==> src/hdl/ddcr_pkg.sv <==
// Package: shared types, codes and constants of the dual disk controller register block
`timescale 1ns / 1ps

package ddcr_pkg;

  // action codes carried in the input tuser
  typedef enum logic [2:0] {
    ACT_XCHG      = 3'd0,
    ACT_CTRL      = 3'd1,
    ACT_RD_STAT   = 3'd2,
    ACT_RD_ERR    = 3'd3,
    ACT_XFER_DONE = 3'd4
  } action_e;

  // configuration register indexes
  typedef enum logic [1:0] {
    CFG_ATTACHED = 2'd0,
    CFG_READONLY = 2'd1,
    CFG_DISABLED = 2'd2
  } cfg_idx_e;

  // control command sub-codes (low six bits)
  localparam logic [5:0] SUB_FORMAT   = 6'o05;
  localparam logic [5:0] SUB_RDHDR_A  = 6'o07;
  localparam logic [5:0] SUB_RDHDR_B  = 6'o47;
  localparam logic [5:0] SUB_STAT_CLR = 6'o10;
  localparam logic [5:0] SUB_STAT_Q0  = 6'o11;
  localparam logic [5:0] SUB_STAT_Q1  = 6'o31;
  localparam logic [5:0] SUB_NOP0     = 6'o00;
  localparam logic [5:0] SUB_NOP1     = 6'o01;
  localparam logic [5:0] SUB_NOP2     = 6'o02;
  localparam logic [5:0] SUB_NOP3     = 6'o03;
  localparam logic [5:0] SUB_NOP4     = 6'o04;
  localparam logic [5:0] SUB_NOP6     = 6'o06;
  localparam logic [5:0] SUB_NOP43    = 6'o43;
  localparam logic [5:0] SUB_NOP44    = 6'o44;
  localparam logic [5:0] SUB_NOP50    = 6'o50;

  // exchange word fields
  localparam int unsigned XW_SYSDATA_BIT  = 20;
  localparam int unsigned XW_PAGEMODE_BIT = 18;
  localparam int unsigned XW_READ_BIT     = 17;
  localparam int unsigned XW_HALFPG_BIT   = 11;

  // control command bits
  localparam int unsigned CC_XFER_BIT  = 11;
  localparam int unsigned CC_SEL_BIT   = 10;
  localparam int unsigned CC_READY_BIT = 8;

  // status words loaded by the status queries
  localparam logic [31:0] STAT_GOOD    = 32'o014000400;
  localparam logic [11:0] STAT_WORD_Q0 = STAT_GOOD[11:0];
  localparam logic [11:0] STAT_WORD_Q1 = STAT_GOOD[23:12];

  // channel widths
  localparam int unsigned CMD_W       = 28;
  localparam int unsigned ACT_W       = 3;
  localparam int unsigned IN_TDATA_W  = 32;
  localparam int unsigned OUT_TDATA_W = 56;
  localparam int unsigned CFG_DATA_W  = 16;
  localparam int unsigned CFG_IDX_W   = 2;

  // per-controller register set
  typedef struct packed {
    logic [CMD_W-1:0] xw;
    logic [3:0]       drive;
    logic [9:0]       zone;
    logic             half;
    logic [19:0]      maddr;
    logic             fmt;
    logic [11:0]      status;
  } ctlr_regs_t;

  // architectural state of both controllers
  typedef struct packed {
    ctlr_regs_t [1:0] ctl;
    logic [1:0]       err;
    logic [1:0]       rdy;
  } regs_t;

  // configuration registers
  typedef struct packed {
    logic [15:0] attached;
    logic [15:0] readonly;
    logic        disabled;
  } cfg_t;

  // one input word
  typedef struct packed {
    action_e          action;
    logic             failed;
    logic [CMD_W-1:0] cmd;
    logic             ctlr;
  } item_t;

  // one result word, packed in tdata order (read_data lowest)
  typedef struct packed {
    logic [19:0] mem_addr;
    logic        half;
    logic [9:0]  zone;
    logic [3:0]  drive;
    logic        sysdata_only;
    logic        format;
    logic        page_mode;
    logic        rd;
    logic        start;
    logic [1:0]  ready_flags;
    logic [11:0] read_data;
  } result_t;

endpackage

==> src/hdl/dual_disk_controller_command_regs.sv <==
// Top level: register side of two disk controllers with input and result registers
`timescale 1ns / 1ps

// Register side of two eight-drive disk controllers.
// Input stream: s_axis_tuser carries the action code, s_axis_tdata the
// controller, command bits and transfer-failed flag. Every input word gives
// exactly one result word on the m_axis stream: read data, the ready flags
// after the word, and a transfer start descriptor when the word launches one.
// Configuration (attached drives, read-only drives, subsystem disable) is
// written through cfg_we_i / cfg_idx_i / cfg_data_i; the user must do so only
// while no word is in flight, as the block does not enforce it. A taken word
// sits in the input register, is decoded combinationally, and its result is
// held in the result register on m_axis. Throughput: one word per cycle while
// the receiver takes results; each word reads and updates the controller
// registers combinationally, so the next word sees them. When the receiver
// stalls, the result register holds; the input register still takes one
// more word, after which s_axis_tready drops until a result is taken.
// Reset clears all controller registers, error and ready bits, and the
// configuration; both streams come up empty.
module dual_disk_controller_command_regs (
  input  logic                                clk_i,
  input  logic                                rst_ni,
  // input stream
  input  logic                                s_axis_tvalid,
  output logic                                s_axis_tready,
  input  logic [ddcr_pkg::IN_TDATA_W-1:0]     s_axis_tdata,  // ctlr, cmd[27:0], transfer_failed
  input  logic [ddcr_pkg::ACT_W-1:0]          s_axis_tuser,  // action
  // result stream
  output logic                                m_axis_tvalid,
  input  logic                                m_axis_tready,
  // read_data[11:0], ready_flags[1:0], start_transfer, xfer_read, xfer_page_mode,
  // xfer_format, xfer_sysdata_only, xfer_drive[3:0], xfer_zone[9:0], xfer_half,
  // xfer_mem_addr[19:0]
  output logic [ddcr_pkg::OUT_TDATA_W-1:0]    m_axis_tdata,
  // configuration write port
  input  logic                                cfg_we_i,
  input  logic [ddcr_pkg::CFG_IDX_W-1:0]      cfg_idx_i,
  input  logic [ddcr_pkg::CFG_DATA_W-1:0]     cfg_data_i
);
  import ddcr_pkg::*;

  logic    in_vld_q;
  item_t   in_q;
  logic    out_vld_q;
  result_t out_q;
  regs_t   regs_q;
  regs_t   regs_d;
  cfg_t    cfg_q;
  result_t res_d;
  logic    exec_fire;
  logic    in_take;

  // handshake
  assign exec_fire     = in_vld_q && (!out_vld_q || m_axis_tready);
  assign s_axis_tready = !in_vld_q || exec_fire;
  assign in_take       = s_axis_tvalid && s_axis_tready;

  // input register
  always_ff @(posedge clk_i or negedge rst_ni) begin
    if (!rst_ni) begin
      in_vld_q <= 1'b0;
    end else if (s_axis_tready) begin
      in_vld_q <= s_axis_tvalid;
    end
  end

  always_ff @(posedge clk_i) begin
    if (in_take) begin
      in_q.action <= action_e'(s_axis_tuser);
      in_q.ctlr   <= s_axis_tdata[0];
      in_q.cmd    <= s_axis_tdata[CMD_W:1];
      in_q.failed <= s_axis_tdata[CMD_W+1];
    end
  end

  // command execution
  ddcr_exec u_exec (
    .item_i (in_q),
    .regs_i (regs_q),
    .cfg_i  (cfg_q),
    .regs_o (regs_d),
    .res_o  (res_d)
  );

  // controller registers
  always_ff @(posedge clk_i or negedge rst_ni) begin
    if (!rst_ni) begin
      regs_q <= '0;
    end else if (exec_fire) begin
      regs_q <= regs_d;
    end
  end

  // configuration registers
  always_ff @(posedge clk_i or negedge rst_ni) begin
    if (!rst_ni) begin
      cfg_q <= '0;
    end else if (cfg_we_i) begin
      unique case (cfg_idx_i)
        CFG_ATTACHED: cfg_q.attached <= cfg_data_i[15:0];
        CFG_READONLY: cfg_q.readonly <= cfg_data_i[15:0];
        CFG_DISABLED: cfg_q.disabled <= cfg_data_i[0];
        default: begin
        end
      endcase
    end
  end

  // result register
  always_ff @(posedge clk_i or negedge rst_ni) begin
    if (!rst_ni) begin
      out_vld_q <= 1'b0;
    end else if (exec_fire) begin
      out_vld_q <= 1'b1;
    end else if (m_axis_tready) begin
      out_vld_q <= 1'b0;
    end
  end

  always_ff @(posedge clk_i) begin
    if (exec_fire) begin
      out_q <= res_d;
    end
  end

  assign m_axis_tvalid = out_vld_q;
  assign m_axis_tdata  = {(OUT_TDATA_W - $bits(result_t))'(0), out_q};

  // checks
  a_stall_only_when_full: assert property (@(posedge clk_i) disable iff (!rst_ni)
    !s_axis_tready |-> (in_vld_q && out_vld_q && !m_axis_tready))
    else $error("input stalled with room in the pipeline");

  a_no_start_when_disabled: assert property (@(posedge clk_i) disable iff (!rst_ni)
    (exec_fire && res_d.start) |-> !cfg_q.disabled)
    else $error("transfer launched while subsystem disabled");

  a_idle_descriptor_zero: assert property (@(posedge clk_i) disable iff (!rst_ni)
    (exec_fire && !res_d.start) |-> (res_d.mem_addr == '0 && res_d.drive == '0 &&
                                      res_d.zone == '0 && !res_d.rd))
    else $error("descriptor fields set without a transfer start");

  a_failed_sets_error: assert property (@(posedge clk_i) disable iff (!rst_ni)
    (exec_fire && in_q.action == ACT_XFER_DONE && in_q.failed)
      |=> regs_q.err[$past(in_q.ctlr)] && regs_q.rdy[$past(in_q.ctlr)])
    else $error("failed transfer done did not set error and ready");

endmodule

==> src/hdl/ddcr_exec.sv <==
// Combinational command execution: next register state and result word for one item
`timescale 1ns / 1ps

module ddcr_exec (
  input  ddcr_pkg::item_t   item_i,
  input  ddcr_pkg::regs_t   regs_i,
  input  ddcr_pkg::cfg_t    cfg_i,
  output ddcr_pkg::regs_t   regs_o,
  output ddcr_pkg::result_t res_o
);
  import ddcr_pkg::*;

  ctlr_regs_t  cs;
  ctlr_regs_t  cs_d;
  logic [1:0]  cbit;
  logic        att_old;
  logic        ro_old;
  logic        ok_old;
  logic        sel_found;
  logic [2:0]  sel_idx;
  logic [3:0]  sel_drive;
  logic [19:0] xw_addr;
  logic        emit;
  logic        emit_rd;

  // address derived from an exchange word
  always_comb begin
    xw_addr = {1'b0, item_i.cmd[26:23], item_i.cmd[16:12], 10'd0};
    if (!item_i.cmd[XW_PAGEMODE_BIT]) begin
      xw_addr[9] = item_i.cmd[XW_HALFPG_BIT];
    end
  end

  // drive selection priority encoder, bit 7 first
  always_comb begin
    sel_found = 1'b0;
    sel_idx   = 3'd0;
    for (int k = 0; k < 8; k++) begin
      if (item_i.cmd[k]) begin
        sel_found = 1'b1;
        sel_idx   = 3'(k);
      end
    end
    sel_drive = {item_i.ctlr, sel_idx};
  end

  assign cs      = regs_i.ctl[item_i.ctlr];
  assign cbit    = item_i.ctlr ? 2'b10 : 2'b01;
  assign att_old = cfg_i.attached[cs.drive];
  assign ro_old  = cfg_i.readonly[cs.drive];
  assign ok_old  = !cfg_i.disabled && att_old;

  // command decode and register update
  always_comb begin
    regs_o  = regs_i;
    cs_d    = cs;
    emit    = 1'b0;
    emit_rd = 1'b0;
    res_o   = '0;

    unique case (item_i.action)
      ACT_XCHG: begin
        cs_d.xw    = item_i.cmd;
        cs_d.maddr = xw_addr;
        cs_d.fmt   = 1'b0;
        regs_o.err = regs_i.err & ~cbit;
        regs_o.rdy = regs_i.rdy & ~cbit;
      end
      ACT_CTRL: begin
        if (item_i.cmd[CC_XFER_BIT]) begin
          if (!ok_old) begin
            regs_o.err = regs_i.err | cbit;
          end else begin
            cs_d.zone  = item_i.cmd[10:1];
            cs_d.half  = item_i.cmd[0];
            regs_o.err = regs_i.err & ~cbit;
            if (cs.xw[XW_READ_BIT]) begin
              emit    = 1'b1;
              emit_rd = 1'b1;
            end else if (ro_old) begin
              regs_o.err = regs_i.err | cbit;
            end else begin
              emit = 1'b1;
            end
          end
        end else if (item_i.cmd[CC_SEL_BIT]) begin
          if (sel_found) begin
            cs_d.drive = sel_drive;
            if (cfg_i.disabled || !cfg_i.attached[sel_drive]) begin
              regs_o.err = regs_i.err | cbit;
            end
          end
        end else if (item_i.cmd[CC_READY_BIT]) begin
          regs_o.rdy = regs_i.rdy | cbit;
        end else begin
          unique case (item_i.cmd[5:0]) inside
            SUB_NOP0, SUB_NOP1, SUB_NOP2, SUB_NOP3, SUB_NOP4, SUB_NOP6,
            SUB_NOP43, SUB_NOP44, SUB_NOP50: begin
            end
            SUB_FORMAT: begin
              cs_d.fmt = 1'b1;
            end
            SUB_RDHDR_A, SUB_RDHDR_B: begin
              cs_d.fmt = 1'b1;
              if (ok_old) begin
                regs_o.err = regs_i.err & ~cbit;
                emit       = 1'b1;
                emit_rd    = 1'b1;
              end else begin
                regs_o.err = regs_i.err | cbit;
              end
            end
            SUB_STAT_CLR: begin
              cs_d.status = '0;
            end
            SUB_STAT_Q0: begin
              cs_d.status = att_old ? STAT_WORD_Q0 : '0;
            end
            SUB_STAT_Q1: begin
              cs_d.status = att_old ? STAT_WORD_Q1 : '0;
            end
            default: begin
              regs_o.rdy = regs_i.rdy | cbit;
            end
          endcase
        end
      end
      ACT_RD_STAT: begin
        res_o.read_data = cs.status;
      end
      ACT_RD_ERR: begin
        res_o.read_data = {7'd0, regs_i.err[0], regs_i.err[1], 3'd0};
      end
      ACT_XFER_DONE: begin
        regs_o.rdy = regs_i.rdy | cbit;
        if (item_i.failed) begin
          regs_o.err = regs_i.err | cbit;
        end
      end
      default: begin
      end
    endcase

    regs_o.ctl[item_i.ctlr] = cs_d;

    // transfer descriptor from the updated controller registers
    if (emit) begin
      res_o.start        = 1'b1;
      res_o.rd           = emit_rd;
      res_o.page_mode    = cs_d.xw[XW_PAGEMODE_BIT];
      res_o.format       = cs_d.fmt;
      res_o.sysdata_only = emit_rd && cs_d.xw[XW_SYSDATA_BIT];
      res_o.drive        = cs_d.drive;
      res_o.zone         = cs_d.zone;
      res_o.half         = cs_d.half;
      res_o.mem_addr     = cs_d.maddr;
    end
    res_o.ready_flags = regs_o.rdy;
  end

endmodule
==> config.mk <==
export PLATFORM = sky130hd
export DESIGN_NAME = dual_disk_controller_command_regs
export DESIGN_NICKNAME = d
export VERILOG_FILES = /design/src/hdl/ddcr_pkg.sv /design/src/hdl/dual_disk_controller_command_regs.sv /design/src/hdl/ddcr_exec.sv
export SDC_FILE = /design/constraint.sdc
export NUM_CORES = 1
export LEC_CHECK = 0
export ABC_AREA = 1
export BUFFER_PORTS_ARGS = -buffer_cell sky130_fd_sc_hd__buf_2
export CORE_MARGIN = 2
export CORE_UTILIZATION = 60
export DETAILED_ROUTE_END_ITERATION = 8
export GPL_TIMING_DRIVEN = 0
export PLACE_DENSITY = 0.79
export SYNTH_ARGS = -nofsm -noshare
export SYNTH_HDL_FRONTEND = slang
export SYNTH_SLANG_ARGS = --single-unit
==> constraint.sdc <==
create_clock -name clk_i -period 6.7 [get_ports clk_i]
set_input_delay 1.34 -clock clk_i [delete_from_list [all_inputs] [get_ports clk_i]]
set_output_delay 1.34 -clock clk_i [all_outputs]
set_load 0.05 [all_outputs]
==> impl_metrics.yaml <==
run_status:
  status: "finished, final reports clean"
route:
  routedWlPerCell_um: 16.41
  route.detailed.drc: 0
  vias_per_cell: 5.523
  ant_nets: 0
  first_pass_iters: 8
  via_count: 7947
  totalWireLength_mm: 23.61
  first_iter_violations: 759
sta:
  finalSetupViolations: 0
  max_freq_ghz: 0.3156
  rsz0062_at_grt: "false"
  worstMarginPinSlew_ns: 1.318
  fin_setup_tns_ns: 0
  period_share: 0.4729
  hold_viol: 0
  setup_ws_ns: 3.532
  fin_skew_ns: 0.01998
  relSlewSlack: 0.1204
  whs_ns: 0.4852
  period_needed_ns: 3.168
  slew_viol_final: 0
worst_setup_path:
  cp-startpoint: "m_axis_tready"
  endpoint: "s_axis_tready"
  crit_path_end_kind: "output pin"
  slowest_stage: "buf_2"
  cp_cell_sequence: "buf_2 > inv_1 > nand3_1 > buf_2"
  crit_fanout: 3
  reg2reg_depth: 10
  cp-start-kind: "primary input"
  worst-path-stages: 4
  path_class: "in -> out"
  worst-path-buf-inv: 3
  r2r_slack_ns: 4.02
  crit_family: "buffers and inverters"
  crit_required_ns: 5.36
  r2r_end: "m_axis_tdata[30]$_SDFFCE_PN0P_"
  reg2reg_from: "in_q[0]$_DFFE_PP_"
  arrival_ns: 1.83
  max_stage_delay_ns: 0.28
  crit_top_cell: "buf_2"
floorplanning:
  rows: 46
  start_util: 0.6164
  dieArea_um2: 17420
  ios: 116
  fp.dieH_um: 132.0
  core_um2: 15940
  die_w_um: 132.0
layout:
  drive_gt1_frac: 0.1603
  diodes: 0
  nNetsFinal: 1263
  areaGrowthSynthToFinish_pct: 16.22
  final_common_cell: "nand2_1"
  stdcell_area_um2: 11420
  final_cell_mix: "nand2_1, o21ai_0, dfrtp_1"
min_path:
  worstHoldPathCells: 2
  worstHoldPathType: "reg -> reg"
cts:
  postCtsHoldBufs: 0
  cts.path.max_buffers: 3
  cts_buffers: 24
  cts_sinks: 224
  htreeDepth: 1
  clkLatencyLatePin_ns: 0.52
  cts_setup_buffers: 0
  ctsResizeCount: 0
  cts_tree: "built"
  clkTransAtPathRegs_ns: 0.06
  root_buffer: "clkbuf_16"
power:
  fin_total_pwr_w: 0.003986
  ir_drop_mv: 0.2311
  p_leak_nw: 5.196
  powerDensity_nw_per_um2: 349.0
synthesis:
  synth_cell_type_count: 37
  synthXorXnorAreaFrac: 0.0008913
  avgSynthCellArea_um2: 9.193
  yosysWarnings: 0
  syn_area_um2: 9827
  synth-simple-area-share: 0.2065
  ys_seq_elements: 224
  synth_top_family_by_area: "simple AND/OR/NAND/NOR gates"
  netlist_instances: 1069
  synth_mux_area_frac: 0.008149
  synth_fa_ha_area_frac: 0
  synth_compound_area_frac: 0.1175
  synth_seq_area_share: 0.6127
grt:
  grt_antenna_before_repair: 0
  grt_max_degree: 74
  grt_pass1_vias: 7593
  grt_pass1_wl_mm: 38.72
  grt-ovfl-total: 0
  grtUsageTotal: 0.2754
place:
  placed_area_um2: 10690
  place_congestion: 0.9410
  dp_slack_ns: 3.373
  port_buffers: 107
  dp_hpwl_mm: 15.94
job:
  maxCapViolCount: 0
==> Yosys cell counts, drive strengths merged <==
| cell | number | share of area |
|---|---|---|
| nand2 | 302 | 0.12 |
| o21ai | 197 | 0.11 |
| dfrtp | 141 | 0.36 |
| nor2 | 113 | 0.044 |
| edfxtp | 83 | 0.25 |
| inv | 71 | 0.028 |
| nand3 | 68 | 0.036 |
| clkbuf | 39 | 0.015 |
| buf | 14 | 0.010 |
| or2 | 9 | 0.0057 |
| a21oi | 8 | 0.0041 |
| mux2i | 8 | 0.0081 |
| nor3 | 4 | 0.0025 |
| clkinv | 2 | 0.00076 |
| nand4 | 2 | 0.0013 |
| o211ai | 2 | 0.0015 |
| o22ai | 2 | 0.0013 |
| a211oi | 1 | 0.00076 |
| a22oi | 1 | 0.00076 |
| conb | 1 | 0.00038 |
| xnor2 | 1 | 0.00089 |
==> state kept, by name (all words and copies together) (netlist names) <==
signal and count:
cfg_q 33, in_q 29, in_vld_q 1, m_axis_tdata 54
m_axis_tvalid 1, regs_q 106
==> worst min-delay path by stage <==
| stage | start | end | slack [ns] |
|---|---|---|---|
| after floorplan | regs_q[2]$_DFFE_PN0P_ | regs_q[2]$_DFFE_PN0P_ | 0.44 |
| after global routing | regs_q[17]$_DFFE_PN0P_ | regs_q[17]$_DFFE_PN0P_ | 0.51 |
| final | regs_q[69]$_DFFE_PN0P_ | regs_q[69]$_DFFE_PN0P_ | 0.49 |
| after global placement | regs_q[13]$_DFFE_PN0P_ | regs_q[13]$_DFFE_PN0P_ | 0.46 |
| after detailed placement | regs_q[3]$_DFFE_PN0P_ | regs_q[3]$_DFFE_PN0P_ | 0.46 |
| after CTS | regs_q[3]$_DFFE_PN0P_ | regs_q[3]$_DFFE_PN0P_ | 0.48 |
==> through the flow <==
stage | util | std cells
after floorplan | - | 1070
after global placement | 0.6672 | 1393
final | 0.7164 | 1439
after CTS | 0.7164 | 1439
after global routing | 0.7164 | 1439
after detailed placement | 0.6705 | 1395
==> tightest hold or removal path, stage by stage, from the launching register on <==
cell	delay [ns]
dfrtp_1	0.34
nand2_1	0.06
nand2_1	0.06
==> power breakdown <==
part           total [W]  switching, W  internal [W]  leakage, nW
Clock            0.00123      0.000521      0.000708        0.356
Sequential       0.00183      0.000137       0.00169         2.65
Combinational   0.000931      0.000652      0.000279         2.19
==> area by class of cell <==
cell class	count	area, um^2
Sequential cell	224	6021
Fill cell	1235	4522
Multi-Input combinational cell	720	3281
Clock buffer	38	693.2
Timing Repair Buffer	109	589.3
Inverter	73	281.5
Tap cell	216	270.3
Buffer	53	247.7
Clock inverter	6	37.54
==> routing by layer <==
layer	vias to the layer above	global-route usage	wire (um)
li1	3792	-	-
met1	3763	0.3996	10250
met2	348	0.4381	11080
met3	44	0.03729	1830
met4	0	0.08635	451
met5	-	0	0
==> cells by family (layout without fill, tap and decap cells) <==
| logic type | after synthesis | after routing |
|---|---|---|
| AND/OR/NAND/NOR | 498 | 498 |
| flip-flops | 224 | 224 |
| AO/OA/AOI/OAI | 211 | 211 |
| buffers and inverters | 126 | 279 |
| multiplexers | 8 | 8 |
| other | 1 | 2 |
| XOR/XNOR | 1 | 1 |
No activity file was read; power rests on OpenSTA's default activity.
